<file path="config.mk">
export PLATFORM = sky130hd
export DESIGN_NAME = per_target_round_robin_io_scheduler
export DESIGN_NICKNAME = d
export VERILOG_FILES = /design/src/design/ptrrio_pkg.sv /design/src/design/ptrrio_tag_ram.sv /design/src/design/ptrrio_meta_ram.sv /design/src/design/ptrrio_rr_pick.sv /design/src/design/per_target_round_robin_io_scheduler.sv
export SDC_FILE = /design/constraint.sdc
export NUM_CORES = 2
export LEC_CHECK = 0
export BUFFER_PORTS_ARGS = -buffer_cell sky130_fd_sc_hd__clkbuf_2
export CAP_MARGIN = 20
export CORE_AREA = 2 2 387 428
export DETAILED_ROUTE_END_ITERATION = 7
export DIE_AREA = 0 0 389 430
export PLACE_DENSITY = 0.51
export RECOVER_POWER = 25
export SYNTH_ARGS = -nofsm -noshare
export SYNTH_HDL_FRONTEND = slang
export SYNTH_SLANG_ARGS = --single-unit
</file>
<file path="constraint.sdc">
create_clock -name aclk -period 14.4 [get_ports aclk]
set_clock_uncertainty 0.05 [all_clocks]
set_input_delay 1.44 -clock aclk [delete_from_list [all_inputs] [get_ports aclk]]
set_output_delay 1.44 -clock aclk [all_outputs]
set_load 0.03 [all_outputs]
</file>
<file path="src/design/ptrrio_pkg.sv">
// Shared codes and field widths of the per-target round-robin I/O scheduler.
`timescale 1ns / 1ps

package ptrrio_pkg;

    localparam int CMD_W    = 2;
    localparam int TGT_W    = 3;
    localparam int TAG_W    = 8;
    localparam int STATUS_W = 2;

    localparam logic [CMD_W-1:0] CMD_SUBMIT   = 2'd0;
    localparam logic [CMD_W-1:0] CMD_COMPLETE = 2'd1;

    localparam logic [STATUS_W-1:0] STATUS_OK        = 2'd0;
    localparam logic [STATUS_W-1:0] STATUS_REJECT    = 2'd1;
    localparam logic [STATUS_W-1:0] STATUS_FULL      = 2'd2;
    localparam logic [STATUS_W-1:0] STATUS_NO_ACTIVE = 2'd3;

endpackage

</file>
<file path="src/design/ptrrio_tag_ram.sv">
// Tag store: one circular queue region per target, one write and one read port.
`timescale 1ns / 1ps

module ptrrio_tag_ram #(
    parameter int ADDR_W = 7
) (
    input  logic                         aclk,
    input  logic                         wr_en,
    input  logic [ADDR_W-1:0]            wr_addr,
    input  logic [ptrrio_pkg::TAG_W-1:0] wr_data,
    input  logic                         rd_en,
    input  logic [ADDR_W-1:0]            rd_addr,
    output logic [ptrrio_pkg::TAG_W-1:0] rd_data
);

    localparam int DEPTH = 1 << ADDR_W;

    logic [ptrrio_pkg::TAG_W-1:0] mem [DEPTH];
    logic [ptrrio_pkg::TAG_W-1:0] rd_data_reg;

    always_ff @(posedge aclk) begin
        if (wr_en) begin
            mem[wr_addr] <= wr_data;
        end
        if (rd_en) begin
            rd_data_reg <= mem[rd_addr];
        end
    end

    assign rd_data = rd_data_reg;

endmodule

</file>
<file path="src/design/ptrrio_meta_ram.sv">
// Per-target queue head index and fill count; entries read as zero until written.
`timescale 1ns / 1ps

module ptrrio_meta_ram #(
    parameter int DEPTH   = 8,
    parameter int ADDR_W  = 3,
    parameter int FRONT_W = 4,
    parameter int COUNT_W = 5
) (
    input  logic               aclk,
    input  logic               aresetn,
    input  logic               wr_en,
    input  logic [ADDR_W-1:0]  wr_addr,
    input  logic [FRONT_W-1:0] wr_front,
    input  logic [COUNT_W-1:0] wr_count,
    input  logic               rd_en,
    input  logic [ADDR_W-1:0]  rd_addr,
    output logic [FRONT_W-1:0] rd_front,
    output logic [COUNT_W-1:0] rd_count
);

    logic [FRONT_W-1:0] front_mem [DEPTH];
    logic [COUNT_W-1:0] count_mem [DEPTH];
    logic [DEPTH-1:0]   written_reg;
    logic [FRONT_W-1:0] rd_front_reg;
    logic [COUNT_W-1:0] rd_count_reg;
    logic               rd_hit_reg;

    always_ff @(posedge aclk) begin
        if (wr_en) begin
            front_mem[wr_addr] <= wr_front;
            count_mem[wr_addr] <= wr_count;
        end
        if (rd_en) begin
            rd_front_reg <= front_mem[rd_addr];
            rd_count_reg <= count_mem[rd_addr];
        end
    end

    // Track written entries so the store needs no clearing pass.
    always_ff @(posedge aclk) begin
        if (!aresetn) begin
            written_reg <= '0;
            rd_hit_reg  <= 1'b0;
        end else begin
            if (wr_en) begin
                written_reg[wr_addr] <= 1'b1;
            end
            if (rd_en) begin
                rd_hit_reg <= written_reg[rd_addr];
            end
        end
    end

    assign rd_front = rd_hit_reg ? rd_front_reg : '0;
    assign rd_count = rd_hit_reg ? rd_count_reg : '0;

endmodule

</file>
<file path="src/design/ptrrio_rr_pick.sv">
// Round-robin pick of the first available target at or after the start point.
`timescale 1ns / 1ps

module ptrrio_rr_pick #(
    parameter int NUM_TARGETS = 8,
    parameter int TGT_IDX_W   = 3
) (
    input  logic [NUM_TARGETS-1:0] avail,
    input  logic [TGT_IDX_W-1:0]   start,
    output logic                   found,
    output logic [TGT_IDX_W-1:0]   win
);

    logic [2*NUM_TARGETS-1:0] dbl;
    logic [NUM_TARGETS-1:0]   rot;
    logic [TGT_IDX_W-1:0]     offset;
    logic [TGT_IDX_W:0]       sum;

    always_comb begin
        dbl    = {avail, avail} >> start;
        rot    = dbl[NUM_TARGETS-1:0];
        offset = '0;
        for (int i = NUM_TARGETS - 1; i >= 0; i--) begin
            if (rot[i]) begin
                offset = TGT_IDX_W'(i);
            end
        end
        sum = {1'b0, start} + {1'b0, offset};
        if (sum >= (TGT_IDX_W + 1)'(NUM_TARGETS)) begin
            sum = sum - (TGT_IDX_W + 1)'(NUM_TARGETS);
        end
    end

    assign found = |avail;
    assign win   = sum[TGT_IDX_W-1:0];

endmodule

</file>
<file path="src/design/per_target_round_robin_io_scheduler.sv">
// Top level: per-target request queues with a round-robin start scheduler.
// Path: a rejected word goes straight to the result load; an accepted one has its meta RAM
// read, then the update, then the result load when the bus is busy; otherwise a scan follows,
// then the result load when it finds nothing, or, when one starts, a pop with tag read and the result load.
// A new word is taken only after the last result is loaded; there is no overlap of words.
// Reset (aresetn low, synchronous) empties all queues, clears busy marks, scan point to 0.
`timescale 1ns / 1ps

module per_target_round_robin_io_scheduler #(
    parameter int NUM_TARGETS = 8,
    parameter int QUEUE_DEPTH = 16
) (
    input  logic        aclk,
    input  logic        aresetn,
    // Input word
    input  logic        s_tvalid,
    output logic        s_tready,
    input  logic [15:0] s_tdata,  // target[2:0], tag[10:3], at_head[11], bus_free[12]
    input  logic [1:0]  s_tuser,  // cmd[1:0]
    // Result word
    output logic        m_tvalid,
    input  logic        m_tready,
    output logic [15:0] m_tdata   // start_valid[0], start_target[3:1], start_tag[11:4],
                                  // status[13:12]
);

    localparam int TW = (NUM_TARGETS > 1) ? $clog2(NUM_TARGETS) : 1;
    localparam int QW = (QUEUE_DEPTH > 1) ? $clog2(QUEUE_DEPTH) : 1;
    localparam int CW = $clog2(QUEUE_DEPTH + 1);
    localparam int SW = CW + 1;
    localparam int AW = TW + QW;

    typedef enum logic [2:0] {
        ST_IDLE,
        ST_UPDATE,
        ST_SCAN,
        ST_POP,
        ST_RESULT
    } state_t;

    // Input word fields
    logic [ptrrio_pkg::CMD_W-1:0] in_cmd;
    logic [ptrrio_pkg::TGT_W-1:0] in_target;
    logic [ptrrio_pkg::TAG_W-1:0] in_tag;
    logic                         in_at_head;
    logic                         in_bus_free;

    assign in_cmd      = s_tuser[1:0];
    assign in_target   = s_tdata[2:0];
    assign in_tag      = s_tdata[10:3];
    assign in_at_head  = s_tdata[11];
    assign in_bus_free = s_tdata[12];

    // Registers
    state_t                          state_reg, state_next;
    logic [ptrrio_pkg::CMD_W-1:0]    cmd_reg, cmd_next;
    logic [TW-1:0]                   tgt_reg, tgt_next;
    logic [ptrrio_pkg::TAG_W-1:0]    tag_reg, tag_next;
    logic                            at_head_reg, at_head_next;
    logic                            bus_free_reg, bus_free_next;
    logic [ptrrio_pkg::STATUS_W-1:0] status_reg, status_next;
    logic                            started_reg, started_next;
    logic [TW-1:0]                   win_reg, win_next;
    logic [TW-1:0]                   scan_start_reg, scan_start_next;
    logic [NUM_TARGETS-1:0]          busy_reg, busy_next;
    logic [NUM_TARGETS-1:0]          nonempty_reg, nonempty_next;
    logic                            m_tvalid_reg, m_tvalid_next;
    logic [15:0]                     m_tdata_reg, m_tdata_next;

    // Memory ports
    logic                         meta_wr_en, meta_rd_en;
    logic [TW-1:0]                meta_wr_addr, meta_rd_addr;
    logic [QW-1:0]                meta_wr_front, meta_rd_front;
    logic [CW-1:0]                meta_wr_count, meta_rd_count;
    logic                         tag_wr_en, tag_rd_en;
    logic [AW-1:0]                tag_wr_addr, tag_rd_addr;
    logic [ptrrio_pkg::TAG_W-1:0] tag_rd_data;

    // Scan
    logic          pick_found;
    logic [TW-1:0] pick_win;

    // Queue index arithmetic
    logic          q_full;
    logic [QW-1:0] front_inc, front_dec, pos_back;
    logic [SW-1:0] back_sum;
    logic          in_reject;

    ptrrio_meta_ram #(
        .DEPTH   (NUM_TARGETS),
        .ADDR_W  (TW),
        .FRONT_W (QW),
        .COUNT_W (CW)
    ) u_meta_ram (
        .aclk     (aclk),
        .aresetn  (aresetn),
        .wr_en    (meta_wr_en),
        .wr_addr  (meta_wr_addr),
        .wr_front (meta_wr_front),
        .wr_count (meta_wr_count),
        .rd_en    (meta_rd_en),
        .rd_addr  (meta_rd_addr),
        .rd_front (meta_rd_front),
        .rd_count (meta_rd_count)
    );

    ptrrio_tag_ram #(
        .ADDR_W (AW)
    ) u_tag_ram (
        .aclk    (aclk),
        .wr_en   (tag_wr_en),
        .wr_addr (tag_wr_addr),
        .wr_data (tag_reg),
        .rd_en   (tag_rd_en),
        .rd_addr (tag_rd_addr),
        .rd_data (tag_rd_data)
    );

    ptrrio_rr_pick #(
        .NUM_TARGETS (NUM_TARGETS),
        .TGT_IDX_W   (TW)
    ) u_rr_pick (
        .avail (~busy_reg & nonempty_reg),
        .start (scan_start_reg),
        .found (pick_found),
        .win   (pick_win)
    );

    // Reject unknown commands and targets beyond the configured count.
    assign in_reject = (in_cmd != ptrrio_pkg::CMD_SUBMIT && in_cmd != ptrrio_pkg::CMD_COMPLETE)
                    || (32'(in_target) >= NUM_TARGETS);

    // Circular index helpers on the meta word read back for the current target.
    always_comb begin
        q_full    = (meta_rd_count == CW'(QUEUE_DEPTH));
        front_inc = (meta_rd_front == QW'(QUEUE_DEPTH - 1)) ? '0 : meta_rd_front + 1'b1;
        front_dec = (meta_rd_front == '0) ? QW'(QUEUE_DEPTH - 1) : meta_rd_front - 1'b1;
        back_sum  = SW'(meta_rd_front) + SW'(meta_rd_count);
        if (back_sum >= SW'(QUEUE_DEPTH)) begin
            pos_back = QW'(back_sum - SW'(QUEUE_DEPTH));
        end else begin
            pos_back = QW'(back_sum);
        end
    end

    always_comb begin
        state_next      = state_reg;
        cmd_next        = cmd_reg;
        tgt_next        = tgt_reg;
        tag_next        = tag_reg;
        at_head_next    = at_head_reg;
        bus_free_next   = bus_free_reg;
        status_next     = status_reg;
        started_next    = started_reg;
        win_next        = win_reg;
        scan_start_next = scan_start_reg;
        busy_next       = busy_reg;
        nonempty_next   = nonempty_reg;
        m_tvalid_next   = m_tvalid_reg;
        m_tdata_next    = m_tdata_reg;

        meta_rd_en    = 1'b0;
        meta_rd_addr  = tgt_reg;
        meta_wr_en    = 1'b0;
        meta_wr_addr  = tgt_reg;
        meta_wr_front = meta_rd_front;
        meta_wr_count = meta_rd_count;
        tag_wr_en     = 1'b0;
        tag_wr_addr   = {tgt_reg, pos_back};
        tag_rd_en     = 1'b0;
        tag_rd_addr   = {win_reg, meta_rd_front};

        // Drop the result word once the sink takes it.
        if (m_tvalid_reg && m_tready) begin
            m_tvalid_next = 1'b0;
        end

        case (state_reg)
            ST_IDLE: begin
                if (s_tvalid) begin
                    cmd_next      = in_cmd;
                    tgt_next      = TW'(in_target);
                    tag_next      = in_tag;
                    at_head_next  = in_at_head;
                    bus_free_next = in_bus_free;
                    started_next  = 1'b0;
                    if (in_reject) begin
                        status_next = ptrrio_pkg::STATUS_REJECT;
                        state_next  = ST_RESULT;
                    end else begin
                        status_next  = ptrrio_pkg::STATUS_OK;
                        meta_rd_en   = 1'b1;
                        meta_rd_addr = TW'(in_target);
                        state_next   = ST_UPDATE;
                    end
                end
            end
            ST_UPDATE: begin
                // Apply the submit or completion to the target read back last cycle.
                if (cmd_reg == ptrrio_pkg::CMD_SUBMIT) begin
                    if (q_full) begin
                        status_next = ptrrio_pkg::STATUS_FULL;
                    end else begin
                        tag_wr_en     = 1'b1;
                        tag_wr_addr   = {tgt_reg, at_head_reg ? front_dec : pos_back};
                        meta_wr_en    = 1'b1;
                        meta_wr_front = at_head_reg ? front_dec : meta_rd_front;
                        meta_wr_count = meta_rd_count + 1'b1;
                        nonempty_next[tgt_reg] = 1'b1;
                    end
                end else begin
                    if (busy_reg[tgt_reg]) begin
                        busy_next[tgt_reg] = 1'b0;
                    end else begin
                        status_next = ptrrio_pkg::STATUS_NO_ACTIVE;
                    end
                end
                state_next = bus_free_reg ? ST_SCAN : ST_RESULT;
            end
            ST_SCAN: begin
                if (pick_found) begin
                    started_next       = 1'b1;
                    win_next           = pick_win;
                    busy_next[pick_win] = 1'b1;
                    scan_start_next    = (32'(pick_win) == NUM_TARGETS - 1) ? '0
                                                                            : pick_win + 1'b1;
                    meta_rd_en         = 1'b1;
                    meta_rd_addr       = pick_win;
                    state_next         = ST_POP;
                end else begin
                    // Advance the start point on a miss, but hold it at target 0.
                    if (scan_start_reg != '0) begin
                        scan_start_next = (32'(scan_start_reg) == NUM_TARGETS - 1) ? '0
                                                                : scan_start_reg + 1'b1;
                    end
                    state_next = ST_RESULT;
                end
            end
            ST_POP: begin
                tag_rd_en     = 1'b1;
                tag_rd_addr   = {win_reg, meta_rd_front};
                meta_wr_en    = 1'b1;
                meta_wr_addr  = win_reg;
                meta_wr_front = front_inc;
                meta_wr_count = meta_rd_count - 1'b1;
                if (meta_rd_count == CW'(1)) begin
                    nonempty_next[win_reg] = 1'b0;
                end
                state_next = ST_RESULT;
            end
            ST_RESULT: begin
                // Load the output register once it is free or being drained.
                if (!m_tvalid_reg || m_tready) begin
                    m_tvalid_next      = 1'b1;
                    m_tdata_next       = '0;
                    m_tdata_next[0]    = started_reg;
                    m_tdata_next[3:1]  = started_reg ? ptrrio_pkg::TGT_W'(win_reg) : '0;
                    m_tdata_next[11:4] = started_reg ? tag_rd_data : '0;
                    m_tdata_next[13:12] = status_reg;
                    state_next         = ST_IDLE;
                end
            end
            default: begin
                state_next = ST_IDLE;
            end
        endcase
    end

    always_ff @(posedge aclk) begin
        if (!aresetn) begin
            state_reg      <= ST_IDLE;
            scan_start_reg <= '0;
            busy_reg       <= '0;
            nonempty_reg   <= '0;
            m_tvalid_reg   <= 1'b0;
            started_reg    <= 1'b0;
        end else begin
            state_reg      <= state_next;
            scan_start_reg <= scan_start_next;
            busy_reg       <= busy_next;
            nonempty_reg   <= nonempty_next;
            m_tvalid_reg   <= m_tvalid_next;
            started_reg    <= started_next;
        end
        cmd_reg      <= cmd_next;
        tgt_reg      <= tgt_next;
        tag_reg      <= tag_next;
        at_head_reg  <= at_head_next;
        bus_free_reg <= bus_free_next;
        status_reg   <= status_next;
        win_reg      <= win_next;
        m_tdata_reg  <= m_tdata_next;
    end

    assign s_tready = (state_reg == ST_IDLE);
    assign m_tvalid = m_tvalid_reg;
    assign m_tdata  = m_tdata_reg;

    // The scan start point always names an existing target.
    a_scan_start_range: assert property (@(posedge aclk) disable iff (!aresetn)
        32'(scan_start_reg) < NUM_TARGETS)
        else $error("scan start point out of range");

    // A popped target must hold at least one queued tag.
    a_pop_nonempty: assert property (@(posedge aclk) disable iff (!aresetn)
        (state_reg == ST_POP) |-> (meta_rd_count != '0))
        else $error("pop from an empty queue");

    // The target being popped was marked busy by the scan.
    a_pop_busy: assert property (@(posedge aclk) disable iff (!aresetn)
        (state_reg == ST_POP) |-> busy_reg[win_reg])
        else $error("popped target not marked busy");

    // A result without a start carries a zero target and tag.
    a_idle_result_zero: assert property (@(posedge aclk) disable iff (!aresetn)
        (m_tvalid && !m_tdata[0]) |-> (m_tdata[11:1] == '0))
        else $error("start fields set without a start");

endmodule
</file>
Word-level counts from Yosys, hierarchy flattened
Memories as Yosys holds them, arrays and structs flattened. A register that Yosys moved wholly into a read port is not among the register bits.
Index checks and enable logic that the tools add are counted.
{ "classes": {"n_bitwise": 9, "n_addsub": 10, "n_reduce_logical": 28, "shifts": 1, "mux": 85, "n_lt_le_gt_ge": 11, "eq_ne": 20} }
{ "op_table": {"columns": ["cell", "count"], "rows": [
  ["$mux W3", 22],
  ["$mux W8", 6],
  ["$mux W4", 11],
  ["$pmux W8 S2", 2],
  ["$and A8 B8 Y8", 3],
  ["$not A8 Y8", 3],
  ["$or A8 B8 Y8", 3],
  ["$mux W1", 23],
  ["$lt A3 B4 Y1 const B", 5],
  ["$ne A2 B2 Y1 const B", 8],
  ["$shr A16 B3 Y8", 1],
  ["$mux W5", 3],
  ["$pmux W3 S5", 1],
  ["$demux W1 S3", 4],
  ["$ge A3 B1 Y1 const B", 4],
  ["$reduce_and A4 Y1", 3],
  ["$reduce_bool A2 Y1", 6],
  ["$pmux W5 S2", 1],
  ["$reduce_and A2 Y1", 5],
  ["$eq A3 B3 Y1 const B", 3],
  ["$mux W2", 4],
  ["$pmux W4 S2", 1],
  ["$reduce_or A8 Y1", 1],
  ["$sub A4 B1 Y4 const B", 2],
  ["other kinds (28)", 39]
]} }
{ "word_totals": {"output_inout_bits": 18, "ff_bits": 67, "word_cells": 184, "in_bits": 22, "ramBits": 1096, "mem_count": 3} }
{ "memory_table": {"columns": ["memory", "depth", "word_bits", "rd", "rd_ports_with_merged_regs", "write_ports", "line", "rtl"], "rows": [
  ["u_tag_ram.mem", 128, 8, 1, 1, 1, "ptrrio_tag_ram.sv:18", "logic [ptrrio_pkg::TAG_W-1:0] mem [DEPTH];"],
  ["u_meta_ram.count_mem", 8, 5, 1, 1, 1, "ptrrio_meta_ram.sv:23", "logic [COUNT_W-1:0] count_mem [DEPTH];"],
  ["u_meta_ram.front_mem", 8, 4, 1, 1, 1, "ptrrio_meta_ram.sv:22", "logic [FRONT_W-1:0] front_mem [DEPTH];"]
]} }

Depth between registers and ports, before layout
{ "depth": {"ltp_word": 21, "depth_mapped": 17, "mapped_depth_nobuf": 13} }

Hierarchy
A second synthesis with hierarchy kept.
{ "unflattened": {"cells_unflattened": 2150, "area_unflattened_um2": 46891.2} }
{ "modules_own_cells": {"columns": ["module", "area_each_um2", "seq_area_each_um2", "instances", "cells_per_inst"], "rows": [
  ["ptrrio_tag_ram", 39745.6, 30989.7, 1, 1635],
  ["ptrrio_meta_ram", 3478.3, 2612.5, 1, 161],
  ["per_target_round_robin_io_scheduler", 3210.6, 1501.4, 1, 313],
  ["ptrrio_rr_pick", 456.7, 0.0, 1, 41]
]} }

Least setup slack after synthesis
OpenSTA, ideal clock, no wires.
{ "synth_timing": {"path_type": "register -> register", "from": "register u_meta_ram.rd_hit_reg", "to": "memory u_tag_ram.mem[55][0] (netlist name) (enable)", "stages_incl_launch_ff": 16, "required_time_ns": 13.979, "period_less_slack_ns": 4.605, "t_arrival_ns": 4.185, "n_path_buf": 6, "setup_slack_ns": 9.795, "cell_sequence": "dfxtp_1 > buf_2 > clkbuf_1 > clkbuf_1 > buf_1 > buf_1 > nand2_1 > ha_1 > nor4b_1 > nor3_1 > nand3_1 > mux2i_1 > nor4_1 > nand2_1 > clkbuf_1 > nor2_1"} }
{ "synth_between": {"elab_chain_len": 8} }
{ "synth_lines": {"columns": ["element", "line", "rtl"], "rows": [
  ["start: declaration", "ptrrio_meta_ram.sv:27", "logic rd_hit_reg;"],
  ["start signal: assignment", "ptrrio_meta_ram.sv:50", "rd_hit_reg <= written_reg[rd_addr];"],
  ["$mux W4 or $mux W5 (tied branches)", "ptrrio_meta_ram.sv:55, ptrrio_meta_ram.sv:56", null],
  ["$add A4 B5 Y6", "per_target_round_robin_io_scheduler.sv:138", "back_sum = SW'(meta_rd_front) + SW'(meta_rd_count);"],
  ["$ge A6 B5 Y1 or $sub A4 B1 Y4 (tied branches)", "per_target_round_robin_io_scheduler.sv:139, per_target_round_robin_io_scheduler.sv:140", null],
  ["$mux W4", "per_target_round_robin_io_scheduler.sv:139", "if (back_sum >= SW'(QUEUE_DEPTH)) begin"],
  ["$mux W4", "per_target_round_robin_io_scheduler.sv:205", "tag_wr_addr = {tgt_reg, at_head_reg ? front_dec : pos_back};"],
  ["$mux W4", "per_target_round_robin_io_scheduler.sv:201", "if (q_full) begin"],
  ["$mux W4", "per_target_round_robin_io_scheduler.sv:200", "if (cmd_reg == ptrrio_pkg::CMD_SUBMIT) begin"],
  ["$mux W4", "per_target_round_robin_io_scheduler.sv:178", "case (state_reg)"],
  ["end: declaration", "ptrrio_tag_ram.sv:18", null]
]} }
Several ways; a longest one is shown, not always the timed one.

Worst setup path after layout
{ "layout_timing": {"from": "register tag_reg[5] (netlist name)", "to": "memory u_tag_ram.mem[59][5] (netlist name) (data pin)"} }
{ "layout_lines": {"columns": ["element", "line", "rtl"], "rows": [
  ["start: declaration", "per_target_round_robin_io_scheduler.sv:58", "logic [ptrrio_pkg::TAG_W-1:0] tag_reg, tag_next;"],
  ["start signal: assignment", "per_target_round_robin_io_scheduler.sv:287", "tag_reg <= tag_next;"]
]} }
No word-level cell before the write port.

==> results.py <==
metrics = {
    "power": {
        "power_leakage_nw": 17.5,
        "power.density_nw_per_um2": 138,
        "vdd_drop_max_mv": 0.0928,
    },
    "layout": {
        "fillerInstances": 15800,
        "syn2layout_area_growth_pct": 13.1,
        "fin_util_pct": 33.7,
        "layout.nets": 3397,
        "n_antenna_cell": 0,
        "layout-drive-gt1-share_pct": 11.0,
        "top_regs": "u_tag_ram.mem: 1024 flops, u_meta_ram.count_mem: 40 flops, u_meta_ram.front_mem: 32 flops",
        "largest_register_ffs": 1024,
        "top_register": "u_tag_ram.mem",
    },
    "worst_setup_path": {
        "crit_path_top_delay_cell": "clkbuf_1",
        "critPathBufInv": 2,
        "startpoint_type": "register",
        "worst_setup_path_end_kind": "register",
        "crit_chain": "clkbuf_1 > clkbuf_1",
        "crit_top_cell": "clkbuf_1",
        "crit_fanout": 79,
        "r2r-start": "tag_reg[5]",
        "required_ps": 14230,
        "r2r_end": "u_tag_ram.mem[59][5]",
        "path_delay_family": "buffers and inverters",
        "critPathMaxStageDelay_ps": 3140,
        "reg2reg_depth": 2,
        "r2r_slack_ps": 8150,
        "critical_path_class": "register to register",
        "arrival_ps": 6080,
    },
    "synth": {
        "yosysWarnings": 0,
        "synthArstFlopShare_pct": 0,
        "syn_avg_cell_area_um2": 14.4,
        "syn_inst": 3368,
        "synth-main-ff-cell": "edfxtp_1",
        "synth_enable_flop_cells": 1147,
        "yosysSeqAreaShare_pct": 72.2,
        "synthDistinctLibCells": 79,
        "ys_ff_latch": 1180,
        "synthesis.area_um2": 48600,
    },
    "min_path": {
        "hold_start": "status_reg[0]",
        "min_path_type": "register to register",
        "whs_path_depth": 0,
        "min_to": "m_tdata[12]",
    },
    "routing": {
        "vias": 29100,
        "drt_iter0_markers": 2633,
        "drc_errors": 0,
        "postRouteAntennaNets": 0,
        "drtPass1Iterations": 6,
        "viasPerCell": 5.20,
        "drt-wirelength-per-cell_um": 25.1,
        "wirelength_mm": 141,
    },
    "sta": {
        "fin_crit_sh_pct": 43.4,
        "worst_pin_slew_ps": 4330,
        "fin_ws_ps": 8150,
        "finalSetupViolCount": 0,
        "fmax_ghz": 0.160,
        "fin_setup_tns_ps": 0,
        "drv_slew": 996,
        "rsz0062_at_grt": "no",
        "relSlewSlack_pct": -189,
        "hold_viol_final": 0,
        "period_minus_slack_ps": 6250,
    },
    "global_route": {
        "grt_pass1_vias": 28700,
        "grt_max_degree": 99,
        "overflow": 0,
        "grt_usage_pct": 16.4,
        "grt_pass1_wl_mm": 203,
        "antenna_found_initial": 3,
    },
    "die": {
        "row_count": 156,
        "initial_core_util_pct": 29.8,
        "io_pins": 40,
        "fp.coreArea_um2": 163000,
        "dieWidth_um": 389,
        "die_area_um2": 167000,
        "die_h_um": 430,
    },
    "place": {
        "dpl.hpwl_mm": 80.6,
        "gp_congestion": 0.801,
        "port-buffer-count": 34,
        "post-place-ws_ps": 8830,
    },
    "job": {
        "max_cap_violations": 16,
    },
    "clock_network": {
        "clock_latency_ps": 740,
        "cts_hold_buffers": 0,
        "postCtsSetupRepairBufs": 0,
        "htreeDepth": 3,
        "path_clk_slew_ps": 60,
        "ctsResizeCount": 0,
        "cts-buffers-inserted": 116,
        "cts_tree": "built",
        "clockRootBuffer": "clkbuf_16",
        "cts_sinks": 1180,
        "clock_path_buffers": 3,
    },
    "outcome": {
        "outcome": "finished with violations",
        "failed_checks": "capacitance limit, slew limit",
    },
}
[layer usage]
| layer | vias to the layer above | track usage [%] | wire length (um) |
|---|---|---|---|
| li1 | 13000 | - | - |
| met1 | 14900 | 21.8 | 60600 |
| met2 | 919 | 27.6 | 68000 |
| met3 | 206 | 2.34 | 7890 |
| met4 | 0 | 5.20 | 3990 |
| met5 | - | 0 | 0 |
[cell usage after synthesis (7+ instances only)]
cell type	count	share of area [%]
a21oi_1	209	2.2
a221oi_1	19	0.34
inv_1	16	0.12
o31ai_1	13	0.20
a211oi_1	85	1.3
a21o_1	19	0.29
nor3_1	28	0.29
nor2_1	204	1.6
mux2i_1	242	5.0
buf_2	46	0.47
buf_4	8	0.12
clkbuf_1	146	1.1
nor4b_1	7	0.13
o221ai_1	16	0.29
edfxtp_1	1147	71
a31oi_1	35	0.45
nor2b_1	75	0.96
nor4bb_1	12	0.25
a32oi_1	9	0.16
o211ai_1	7	0.11
nand2_1	336	2.6
a311oi_1	63	1.1
nand3_1	50	0.51
buf_1	33	0.25
and2_1	19	0.24
a22o_1	23	0.41
a22oi_1	27	0.42
ha_1	13	0.33
dfxtp_1	33	1.4
o22ai_1	27	0.35
and3_1	18	0.23
a21boi_0	17	0.26
nand2b_1	9	0.12
o21ai_0	168	1.7
mux2_2	84	1.9
o21a_1	11	0.17
[how the worst max path moves through the flow]
stage | endpoint | slack, ps | from | cells past startpoint
2_1_floorplan | u_tag_ram.mem[55][0] | 9790 | u_meta_ram.rd_hit_reg | 15
3_3_place_gp | u_tag_ram.mem[31][6] | 8790 | u_meta_ram.rd_hit_reg | 10
3_5_place_dp | u_tag_ram.rd_data[3] | 8830 | u_meta_ram.rd_hit_reg | 12
4_1_cts | u_tag_ram.rd_data[3] | 8810 | u_meta_ram.rd_hit_reg | 12
5_1_grt | u_tag_ram.mem[38][7] | 7740 | tag_reg[7] | 2
6_report | u_tag_ram.mem[59][5] | 8150 | tag_reg[5] | 2
[area by class of cell]
cell class | instances | area, um2 | share of cell area [%]
multi-input cells | 1935 | 12500 | 22.8
well taps | 2133 | 2670 | 4.85
inverters | 19 | 82.6 | 0.150
clock buffers | 148 | 3140 | 5.71
clock inverters | 70 | 807 | 1.47
repair buffers | 108 | 688 | 1.25
flip-flops and latches | 1180 | 35100 | 63.8
[metrics by stage]
stage / cells / total power, W / hold WS (ps) / cell area [um2]
after floorplan: 3369 / 0.00426 / 350 / 48600
after CTS: 5592 / 0.00764 / 375 / 55100
after global placement: 5373 / 0.00448 / 363 / 51200
after global routing: 5593 / 0.00780 / 389 / 55000
final: 5593 / 0.00759 / 374 / 55000
after detailed placement: 5374 / 0.00448 / 361 / 51200
[cell usage in the layout, fill, tap and decap left out, drive strengths merged, types with 7 or more instances in the layout]
cell | netlist | layout
nand2 | 336 | 336
nand3 | 50 | 50
a31oi | 35 | 35
nor4 | 8 | 8
a32oi | 9 | 9
a22o | 23 | 23
and2 | 21 | 21
a22oi | 27 | 27
mux2 | 84 | 84
nand2b | 9 | 9
o211ai | 7 | 7
ha | 13 | 13
nor4b | 7 | 7
or4 | 8 | 8
dfxtp | 33 | 33
a21boi | 17 | 17
clkinv | 1 | 44
mux2i | 242 | 242
o21ai | 169 | 169
o221ai | 16 | 16
a211oi | 85 | 85
a221oi | 19 | 19
a21oi | 210 | 210
edfxtp | 1147 | 1147
buf | 88 | 55
a311oi | 63 | 63
and3 | 18 | 18
inv | 18 | 24
nor4bb | 12 | 12
nor3 | 28 | 28
o22ai | 27 | 27
nor2b | 75 | 75
a21o | 19 | 19
nor2 | 204 | 204
o31ai | 13 | 13
bufinv | 0 | 16
clkbuf | 147 | 201
o21a | 11 | 11
[worst register-to-register path: stages, from the launching register on]
cell and delay, ps:
edfxtp_1 320, clkbuf_1 1780, clkbuf_1 3170
[logic make-up (layout without fill, tap and decap cells)]
group	Yosys count	count (layout)	synth area share, %
fa+ha+maj	16	16	0.437
mux	329	329	7.06
xor+xnor	11	11	0.198
flops	1180	1180	72.2
buf+inv	254	345	2.16
simple gates	802	802	7.62
compound gates	775	775	10.3
other cells	1	2	0.00771
[power breakdown]
| part | internal (W) | switching (W) | leakage (nW) |
|---|---|---|---|
| logic | 0.000158 | 0.000415 | 4.95 |
| clock network | 0.00183 | 0.00134 | 1.94 |
| registers | 0.00382 | 0.0000170 | 10.6 |
No activity file was read; power rests on OpenSTA's default activity.
